$ cat src/rtl/core/assert_macros.svh
// ----------------------------------------------------------------------------
// assert_macros.svh
// Assertion helpers shared by the RTL. Define NO_ASSERTIONS to drop them.
// ----------------------------------------------------------------------------
`ifndef ASSERT_MACROS_SVH
`define ASSERT_MACROS_SVH

`ifndef NO_ASSERTIONS

// Property must hold at every rising clock edge outside reset.
`define ASSERT_ALWAYS(label, clk, rst_n, expr) \
    label: assert property (@(posedge clk) disable iff (!rst_n) (expr)) \
        else $error("assertion failed");

// Implication checked at every rising clock edge outside reset.
`define ASSERT_IMPLY(label, clk, rst_n, ante, cons) \
    label: assert property (@(posedge clk) disable iff (!rst_n) (ante) |-> (cons)) \
        else $error("assertion failed");

`else

`define ASSERT_ALWAYS(label, clk, rst_n, expr)
`define ASSERT_IMPLY(label, clk, rst_n, ante, cons)

`endif

`endif

$ cat src/rtl/core/ddpc_pkg.sv
// ----------------------------------------------------------------------------
// ddpc_pkg
// Types and constants of the differential drive position controller.
// ----------------------------------------------------------------------------
package ddpc_pkg;

    // Move mode held between items.
    typedef enum logic [1:0] {
        MODE_IDLE  = 2'd0,
        MODE_DRIVE = 2'd1,
        MODE_TURN  = 2'd2
    } t_mode;

    // Request kinds carried in the input tuser.
    typedef enum logic [1:0] {
        REQ_TICK  = 2'd0,
        REQ_DRIVE = 2'd1,
        REQ_TURN  = 2'd2,
        REQ_STOP  = 2'd3
    } t_req;

    // Configuration register indexes.
    localparam logic [1:0] CFG_DRIVE_GAIN = 2'd0;
    localparam logic [1:0] CFG_TURN_GAIN  = 2'd1;
    localparam logic [1:0] CFG_SETTLE_TOL = 2'd2;

    // Reset values of the configuration registers.
    localparam logic [15:0] DRIVE_GAIN_RST = 16'd1671;
    localparam logic [15:0] TURN_GAIN_RST  = 16'd3113;
    localparam logic [9:0]  SETTLE_TOL_RST = 10'd1;

    // Target range, 23-bit signed.
    localparam logic signed [22:0] TARGET_MAX = 23'sd4194303;
    localparam logic signed [22:0] TARGET_MIN = -23'sd4194303 - 23'sd1;

    // Q2.14 gain: fraction bits dropped after the multiply.
    localparam int GAIN_FRAC = 14;

endpackage

$ cat src/rtl/core/differential_drive_p_controller.sv
// ----------------------------------------------------------------------------
// differential_drive_p_controller
// Two-sided proportional position controller with a ramping speed cap.
// ----------------------------------------------------------------------------
// Path: input acceptance, then the input register, then the result register
//   and the output port (one input register, one result register).
// Throughput: one transaction per cycle without output stalls; the control
//   step is one pass of logic, a 25x16 multiplier per side, between the registers.
// Reset: synchronous, active low; clears the move state to idle and settled
//   and loads the gain and tolerance registers with their default values.
module differential_drive_p_controller (
    input  logic        i_clk,
    input  logic        i_rst_n,
    // Configuration write port.
    input  logic        i_cfg_we,
    input  logic [1:0]  i_cfg_addr,
    input  logic [15:0] i_cfg_wdata,
    // Input stream.
    input  logic        i_s_tvalid,
    output logic        o_s_tready,
    // tdata from bit 0: left_position[23:0], right_position[23:0],
    // distance[22:0], speed_limit[6:0], accel_limit[6:0], 3 zero bits.
    input  logic [87:0] i_s_tdata,
    // tuser: req_type[1:0].
    input  logic [1:0]  i_s_tuser,
    // Output stream.
    output logic        o_m_tvalid,
    input  logic        i_m_tready,
    // tdata from bit 0: left_drive[7:0], right_drive[7:0], settled,
    // active_mode[1:0], 5 zero bits.
    output logic [23:0] o_m_tdata
);

    `include "assert_macros.svh"

    // ------------------------------------------------------------------
    // Configuration registers.
    // ------------------------------------------------------------------
    logic [15:0] r_drive_gain;
    logic [15:0] r_turn_gain;
    logic [9:0]  r_settle_tol;

    always_ff @(posedge i_clk) begin
        if (!i_rst_n) begin
            r_drive_gain <= ddpc_pkg::DRIVE_GAIN_RST;
            r_turn_gain  <= ddpc_pkg::TURN_GAIN_RST;
            r_settle_tol <= ddpc_pkg::SETTLE_TOL_RST;
        end else if (i_cfg_we) begin
            case (i_cfg_addr)
                ddpc_pkg::CFG_DRIVE_GAIN: r_drive_gain <= i_cfg_wdata;
                ddpc_pkg::CFG_TURN_GAIN:  r_turn_gain  <= i_cfg_wdata;
                ddpc_pkg::CFG_SETTLE_TOL: r_settle_tol <= i_cfg_wdata[9:0];
                default: ;
            endcase
        end
    end

    // ------------------------------------------------------------------
    // Input register. The item waits here until the result register can
    // take its result; the controller state is updated at that moment.
    // ------------------------------------------------------------------
    logic                   r_in_valid;
    ddpc_pkg::t_req         r_in_req;
    logic signed [23:0]     r_in_lpos;
    logic signed [23:0]     r_in_rpos;
    logic signed [22:0]     r_in_dist;
    logic [6:0]             r_in_speed;
    logic [6:0]             r_in_accel;

    logic                   r_out_valid;
    logic                   advance;

    // The item in the input register moves on when the result register is
    // empty or its content is being taken in this cycle.
    assign advance    = r_in_valid && (!r_out_valid || i_m_tready);
    assign o_s_tready = !r_in_valid || advance;

    always_ff @(posedge i_clk) begin
        if (!i_rst_n) begin
            r_in_valid <= 1'b0;
        end else if (o_s_tready) begin
            r_in_valid <= i_s_tvalid;
        end
    end

    always_ff @(posedge i_clk) begin
        if (o_s_tready && i_s_tvalid) begin
            r_in_req   <= ddpc_pkg::t_req'(i_s_tuser);
            r_in_lpos  <= i_s_tdata[23:0];
            r_in_rpos  <= i_s_tdata[47:24];
            r_in_dist  <= i_s_tdata[70:48];
            r_in_speed <= i_s_tdata[77:71];
            r_in_accel <= i_s_tdata[84:78];
        end
    end

    // ------------------------------------------------------------------
    // Controller state.
    // ------------------------------------------------------------------
    ddpc_pkg::t_mode        r_mode,   n_mode;
    logic signed [22:0]     r_ltgt,   n_ltgt;
    logic signed [22:0]     r_rtgt,   n_rtgt;
    logic signed [23:0]     r_lorg,   n_lorg;
    logic signed [23:0]     r_rorg,   n_rorg;
    logic [6:0]             r_cap,    n_cap;
    logic [6:0]             r_spdlim, n_spdlim;
    logic [6:0]             r_ramp,   n_ramp;
    logic                   r_settled, n_settled;

    // Errors: target minus distance travelled since the origin. The
    // travelled distance needs 25 bits, the error 26.
    logic signed [24:0]     l_rel, r_rel;
    logic signed [25:0]     l_err, r_err;
    logic [24:0]            l_mag, r_mag;
    logic [15:0]            gain;
    logic [7:0]             cap_sum;
    logic [6:0]             cap_new;
    logic [40:0]            l_prod, r_prod;
    logic [26:0]            l_q, r_q;
    logic [6:0]             l_lim, r_lim;
    logic                   settle_now;
    logic signed [7:0]      n_out_left, n_out_right;

    always_comb begin
        l_rel = 25'(r_in_lpos) - 25'(r_lorg);
        r_rel = 25'(r_in_rpos) - 25'(r_rorg);
        l_err = 26'(r_ltgt) - 26'(l_rel);
        r_err = 26'(r_rtgt) - 26'(r_rel);
        // Magnitudes stay below 2^25, so the top bit is dropped safely.
        l_mag = l_err[25] ? 25'(-l_err) : 25'(l_err);
        r_mag = r_err[25] ? 25'(-r_err) : 25'(r_err);

        gain = (r_mode == ddpc_pkg::MODE_DRIVE) ? r_drive_gain : r_turn_gain;

        // Ramp the speed cap by one step, limited by the move's speed limit.
        cap_sum = {1'b0, r_cap} + {1'b0, r_ramp};
        cap_new = (cap_sum > {1'b0, r_spdlim}) ? r_spdlim : cap_sum[6:0];

        l_prod = l_mag * gain;
        r_prod = r_mag * gain;
        l_q    = l_prod[40:ddpc_pkg::GAIN_FRAC];
        r_q    = r_prod[40:ddpc_pkg::GAIN_FRAC];
        l_lim  = (l_q > 27'(cap_new)) ? cap_new : l_q[6:0];
        r_lim  = (r_q > 27'(cap_new)) ? cap_new : r_q[6:0];

        settle_now = (l_mag < 25'(r_settle_tol)) && (r_mag < 25'(r_settle_tol));
    end

    always_comb begin
        n_mode      = r_mode;
        n_ltgt      = r_ltgt;
        n_rtgt      = r_rtgt;
        n_lorg      = r_lorg;
        n_rorg      = r_rorg;
        n_cap       = r_cap;
        n_spdlim    = r_spdlim;
        n_ramp      = r_ramp;
        n_settled   = r_settled;
        n_out_left  = 8'sd0;
        n_out_right = 8'sd0;

        case (r_in_req)
            ddpc_pkg::REQ_DRIVE, ddpc_pkg::REQ_TURN: begin
                // Start a move: new origin, targets and limits, cap from zero.
                n_lorg   = r_in_lpos;
                n_rorg   = r_in_rpos;
                n_ltgt   = r_in_dist;
                n_spdlim = r_in_speed;
                n_ramp   = r_in_accel;
                n_cap    = 7'd0;
                n_settled = 1'b0;
                if (r_in_req == ddpc_pkg::REQ_DRIVE) begin
                    n_rtgt = r_in_dist;
                    n_mode = ddpc_pkg::MODE_DRIVE;
                end else begin
                    // The most negative distance has no negation in range.
                    n_rtgt = (r_in_dist == ddpc_pkg::TARGET_MIN) ? ddpc_pkg::TARGET_MAX
                                                                  : -r_in_dist;
                    n_mode = ddpc_pkg::MODE_TURN;
                end
            end
            ddpc_pkg::REQ_STOP: begin
                n_mode    = ddpc_pkg::MODE_IDLE;
                n_ltgt    = 23'sd0;
                n_rtgt    = 23'sd0;
                n_settled = 1'b1;
            end
            default: begin
                // Control tick.
                if (r_mode == ddpc_pkg::MODE_DRIVE || r_mode == ddpc_pkg::MODE_TURN) begin
                    n_cap = cap_new;
                    if (settle_now) begin
                        n_settled = 1'b1;
                        n_mode    = ddpc_pkg::MODE_IDLE;
                        n_ltgt    = 23'sd0;
                        n_rtgt    = 23'sd0;
                    end else begin
                        n_out_left  = l_err[25] ? -$signed({1'b0, l_lim})
                                                :  $signed({1'b0, l_lim});
                        n_out_right = r_err[25] ? -$signed({1'b0, r_lim})
                                                :  $signed({1'b0, r_lim});
                    end
                end else begin
                    n_mode = ddpc_pkg::MODE_IDLE;
                end
            end
        endcase
    end

    always_ff @(posedge i_clk) begin
        if (!i_rst_n) begin
            r_mode    <= ddpc_pkg::MODE_IDLE;
            r_ltgt    <= 23'sd0;
            r_rtgt    <= 23'sd0;
            r_lorg    <= 24'sd0;
            r_rorg    <= 24'sd0;
            r_cap     <= 7'd0;
            r_spdlim  <= 7'd0;
            r_ramp    <= 7'd0;
            r_settled <= 1'b1;
        end else if (advance) begin
            r_mode    <= n_mode;
            r_ltgt    <= n_ltgt;
            r_rtgt    <= n_rtgt;
            r_lorg    <= n_lorg;
            r_rorg    <= n_rorg;
            r_cap     <= n_cap;
            r_spdlim  <= n_spdlim;
            r_ramp    <= n_ramp;
            r_settled <= n_settled;
        end
    end

    // ------------------------------------------------------------------
    // Result register.
    // ------------------------------------------------------------------
    logic signed [7:0]      r_out_left;
    logic signed [7:0]      r_out_right;
    logic                   r_out_settled;
    ddpc_pkg::t_mode        r_out_mode;

    always_ff @(posedge i_clk) begin
        if (!i_rst_n) begin
            r_out_valid <= 1'b0;
        end else if (advance) begin
            r_out_valid <= 1'b1;
        end else if (i_m_tready) begin
            r_out_valid <= 1'b0;
        end
    end

    always_ff @(posedge i_clk) begin
        if (advance) begin
            r_out_left    <= n_out_left;
            r_out_right   <= n_out_right;
            r_out_settled <= n_settled;
            r_out_mode    <= n_mode;
        end
    end

    assign o_m_tvalid = r_out_valid;
    assign o_m_tdata  = {5'd0, r_out_mode, r_out_settled, r_out_right, r_out_left};

    // ------------------------------------------------------------------
    // Assertions.
    // ------------------------------------------------------------------
    `ASSERT_ALWAYS(a_settled_means_idle, i_clk, i_rst_n,
                   r_settled == (r_mode == ddpc_pkg::MODE_IDLE))
    `ASSERT_ALWAYS(a_cap_within_limit, i_clk, i_rst_n, r_cap <= r_spdlim)
    `ASSERT_IMPLY(a_settled_drives_zero, i_clk, i_rst_n, r_out_valid && r_out_settled,
                  r_out_left == 8'sd0 && r_out_right == 8'sd0)
    `ASSERT_IMPLY(a_drive_symmetric_range, i_clk, i_rst_n, r_out_valid,
                  r_out_left != -8'sd128 && r_out_right != -8'sd128)

endmodule

$ cat config.mk
export PLATFORM = sky130hd
export DESIGN_NAME = differential_drive_p_controller
export DESIGN_NICKNAME = d
export VERILOG_FILES = /design/src/rtl/core/ddpc_pkg.sv /design/src/rtl/core/differential_drive_p_controller.sv
export VERILOG_INCLUDE_DIRS = /design/src /design/src/rtl/core
export SDC_FILE = /design/constraint.sdc
export NUM_CORES = 2
export LEC_CHECK = 0
export ABC_AREA = 1
export BUFFER_PORTS_ARGS = -buffer_cell sky130_fd_sc_hd__buf_2
export CORE_AREA = 3 3 316 318
export DETAILED_ROUTE_END_ITERATION = 12
export DIE_AREA = 0 0 319 321
export GPL_ROUTABILITY_DRIVEN = 0
export GPL_TIMING_DRIVEN = 0
export PLACE_DENSITY = 0.69
export RECOVER_POWER = 25
export REMOVE_ABC_BUFFERS = 1
export SYNTH_ARGS = -nofsm -noshare
export SYNTH_HDL_FRONTEND = slang
export SYNTH_SLANG_ARGS = --single-unit
$ cat constraint.sdc
create_clock -name i_clk -period 12.8 [get_ports i_clk]
set_input_delay 1.28 -clock i_clk [delete_from_list [all_inputs] [get_ports i_clk]]
set_output_delay 1.28 -clock i_clk [all_outputs]
set_load 0.1 [all_outputs]
==> flow_metrics.py <==
metrics = {
    "status": {
        "outcome": "finished, violations left",
        "failed_checks": "max-capacitance violations, max-slew violations",
    },
    "critical_path": {
        "path_common_cell": "nand2_1",
        "end_kind": "register",
        "rr_worst_depth": 55,
        "cp.arrival_ps": 12530,
        "cp-start-kind": "register",
        "critPathMaxFanout": 41,
        "r2r-start": "r_in_lpos[23]",
        "timing.rr.end": "r_out_left[5]",
        "cpPeakStageDelay_ps": 570,
        "crit_type": "reg2reg",
        "slowest_stage": "fa_1",
        "crit_required_ps": 13180,
        "r2r_slack_ps": 650,
    },
    "floorplan": {
        "die_h_um": 321,
        "die_w_um": 319,
        "ios": 139,
        "core.rowCount": 114,
        "core_area_um2": 96900,
        "dieArea_um2": 102000,
        "start_util_pct": 45.0,
    },
    "synth": {
        "synthesis.area_um2": 43600,
        "ys_seq_elements": 268,
        "synth_top_flop_cell": "dfxtp_1",
        "synthCells": 5739,
        "yosysSeqAreaShare_pct": 14.7,
        "yosys_warnings": 0,
        "synthArstFlopShare_pct": 0,
        "synth-edff-count": 106,
        "avgSynthCellArea_um2": 7.59,
        "synth_cell_type_count": 71,
    },
    "cts": {
        "clk_pin_slew_ps": 60,
        "clk_latency_ps": 650,
        "htreeDepth": 1,
        "cts_root_buf": "clkbuf_16",
        "cts_sinks": 268,
        "tritoncts": "done",
        "cts_buffer_depth": 3,
        "numCtsBuffers": 30,
    },
    "run": {
        "maxCapViolCount": 2,
    },
    "sta": {
        "tightest_slew_ps": 1660,
        "timing.final.crit_share_pct": 95.0,
        "slew_violations": 37,
        "max_freq_mhz": 82.3,
        "final-setup-viol-count": 0,
        "timing.hold.ws_ps": 461,
        "hold_viol": 0,
        "fin_setup_tns_ps": 0,
        "slew_headroom_pct": -11.2,
        "fin_crit_ps": 12150,
        "setup_ws_ps": 646,
        "fin_skew_ps": 33.2,
    },
    "global_route": {
        "antenna_found_initial": 3,
        "grt_pass1_wl_mm": 201,
        "grt_util_all_layers_pct": 24.7,
        "grt_pass1_vias": 37627,
        "grt_max_degree": 75,
        "grt_overflow_total": 0,
    },
    "worst_hold_path": {
        "min_path_type": "reg2reg",
        "holdPathEnd": "r_ltgt[13]",
        "min_path_cells": 2,
        "hp-start": "r_ltgt[13]",
    },
    "drt": {
        "vias": 37250,
        "drcViolationCount": 0,
        "firstDrtPassIters": 6,
        "vias_per_cell": 5.25,
        "routedWlPerCell_um": 17.7,
        "totalWireLength_mm": 126,
        "drtIter0Drc": 3105,
        "drtAntennaViolNets": 0,
    },
    "final_layout": {
        "drive_above_1_share_pct": 7.07,
        "seq_area_um2": 6430,
        "fill_cells": 9361,
        "final_net_count": 6928,
        "multi_input_area_um2": 31800,
        "final_common_cell": "inv_1",
        "areaGrowthSynthToFinish_pct": 8.59,
        "layout_common_cells": "inv_1 (1280), nand2_1 (1203), fa_1 (687)",
        "fin_util_pct": 48.9,
    },
    "placement": {
        "dp_hpwl_mm": 99.6,
        "port_buffers": 130,
        "pre_cts_ws_ps": -650,
    },
}
[final cells by class]
type | instances | area share [%]
Timing Repair inverter | 1 | 0.0159
Clock buffer | 43 | 1.84
Sequential cell | 268 | 13.6
Clock inverter | 13 | 0.212
Tap cell | 1276 | 3.37
Timing Repair Buffer | 189 | 2.99
Inverter | 1336 | 10.8
Antenna cell | 1 | 0.00529
Multi-Input combinational cell | 3975 | 67.2
[worst max-delay path: cells and delay by family, from the launching register on]
family	cells	cell delay (ps)
adder cells (fa/ha/maj)	10	4650
AND/OR/NAND/NOR	25	3560
AO/OA/AOI/OAI	9	1560
buffers and inverters	10	1230
flip-flops	1	470
XOR/XNOR	1	370
[worst max path at each step]
stage,start,end,cells past startpoint,slack [ps]
after global routing,r_in_lpos[11],r_out_left[5],53,-40
after floorplan,r_in_rpos[15],r_out_right[6],58,2330
after global placement,r_mode[1],r_out_right[6],44,-3760
after CTS,r_in_lpos[11],r_out_left[5],54,7
after detailed placement,r_in_lpos[23],r_out_left[3],53,-650
final,r_in_lpos[23],r_out_left[5],55,650
[sequential cells by signal, summed over array words and instances, names as in the netlist, 23 cells and up]
register   count
r_ltgt        23
r_rtgt        23
r_in_rpos     24
r_in_dist     23
r_lorg        24
r_rorg        24
r_in_lpos     24
[Yosys cell counts (3+ instances only)]
master	instances	share of area, %
nand2_1	1213	10
o211ai_1	10	0.17
a21oi_1	301	3.5
a21oi_2	11	0.22
buf_6	7	0.18
nand2_4	4	0.10
nor2_4	7	0.18
a211oi_1	3	0.052
a31oi_1	26	0.37
clkbuf_1	143	1.2
a221oi_1	3	0.060
edfxtp_1	106	7.3
inv_1	1297	11
nand2_2	34	0.49
a21boi_0	3	0.052
buf_4	6	0.10
nor2_1	655	5.6
nor2_2	7	0.10
a21o_1	13	0.22
nand3_1	147	1.7
or2_2	8	0.11
nand3b_1	11	0.19
nor3_1	35	0.40
fa_1	687	32
dfxtp_1	162	7.4
nor4_1	13	0.19
nand4_1	41	0.59
o21bai_1	11	0.19
xor2_1	58	1.2
nand3_2	14	0.32
o21ai_0	212	2.4
xnor2_1	38	0.76
buf_1	5	0.043
o21a_1	14	0.24
clkinv_1	26	0.22
o2111ai_1	4	0.080
inv_2	10	0.086
o21ai_1	24	0.28
ha_1	327	9.4
[timing repair]
action                                  4_1_cts  5_1_grt
gates cloned                                  0        1
endpoints found under the setup margin       14       16
pin swaps                                     0        1
setup buffers                                 0       35
resized for setup                             6       49
hold buffers                                  0        0
[metal layers]
layer | up-vias | GRT usage, % | routed length, um
met4 | 2 | 9.23 | 5590
met3 | 338 | 5.99 | 13100
met1 | 17840 | 32.2 | 50300
met5 | - | 0 | 13
li1 | 17426 | - | -
met2 | 1644 | 40.1 | 56500
[stage by stage]
stage | instances | instance area [um^2]
floorplan | 5579 | 42900
global placement | 6985 | 45100
detailed placement | 7007 | 45800
CTS | 7063 | 46800
global route | 7101 | 47300
finish | 7102 | 47300
[cell families (layout without fill, tap and decap cells)]
kind of cell,count (synthesis),count (layout),share of synthesized area (%)
other,1,6,0.00861
AO/OA/AOI/OAI,652,652,8.23
adder cells (fa/ha/maj),1014,1014,41.0
buffers and inverters,1500,1582,13.1
AND/OR/NAND/NOR,2204,2204,20.8
flip-flops,268,268,14.7
XOR/XNOR,100,100,2.08
Power is not shown: default switching activity piles up to over one toggle a cycle in this logic, so the estimate is an artifact.
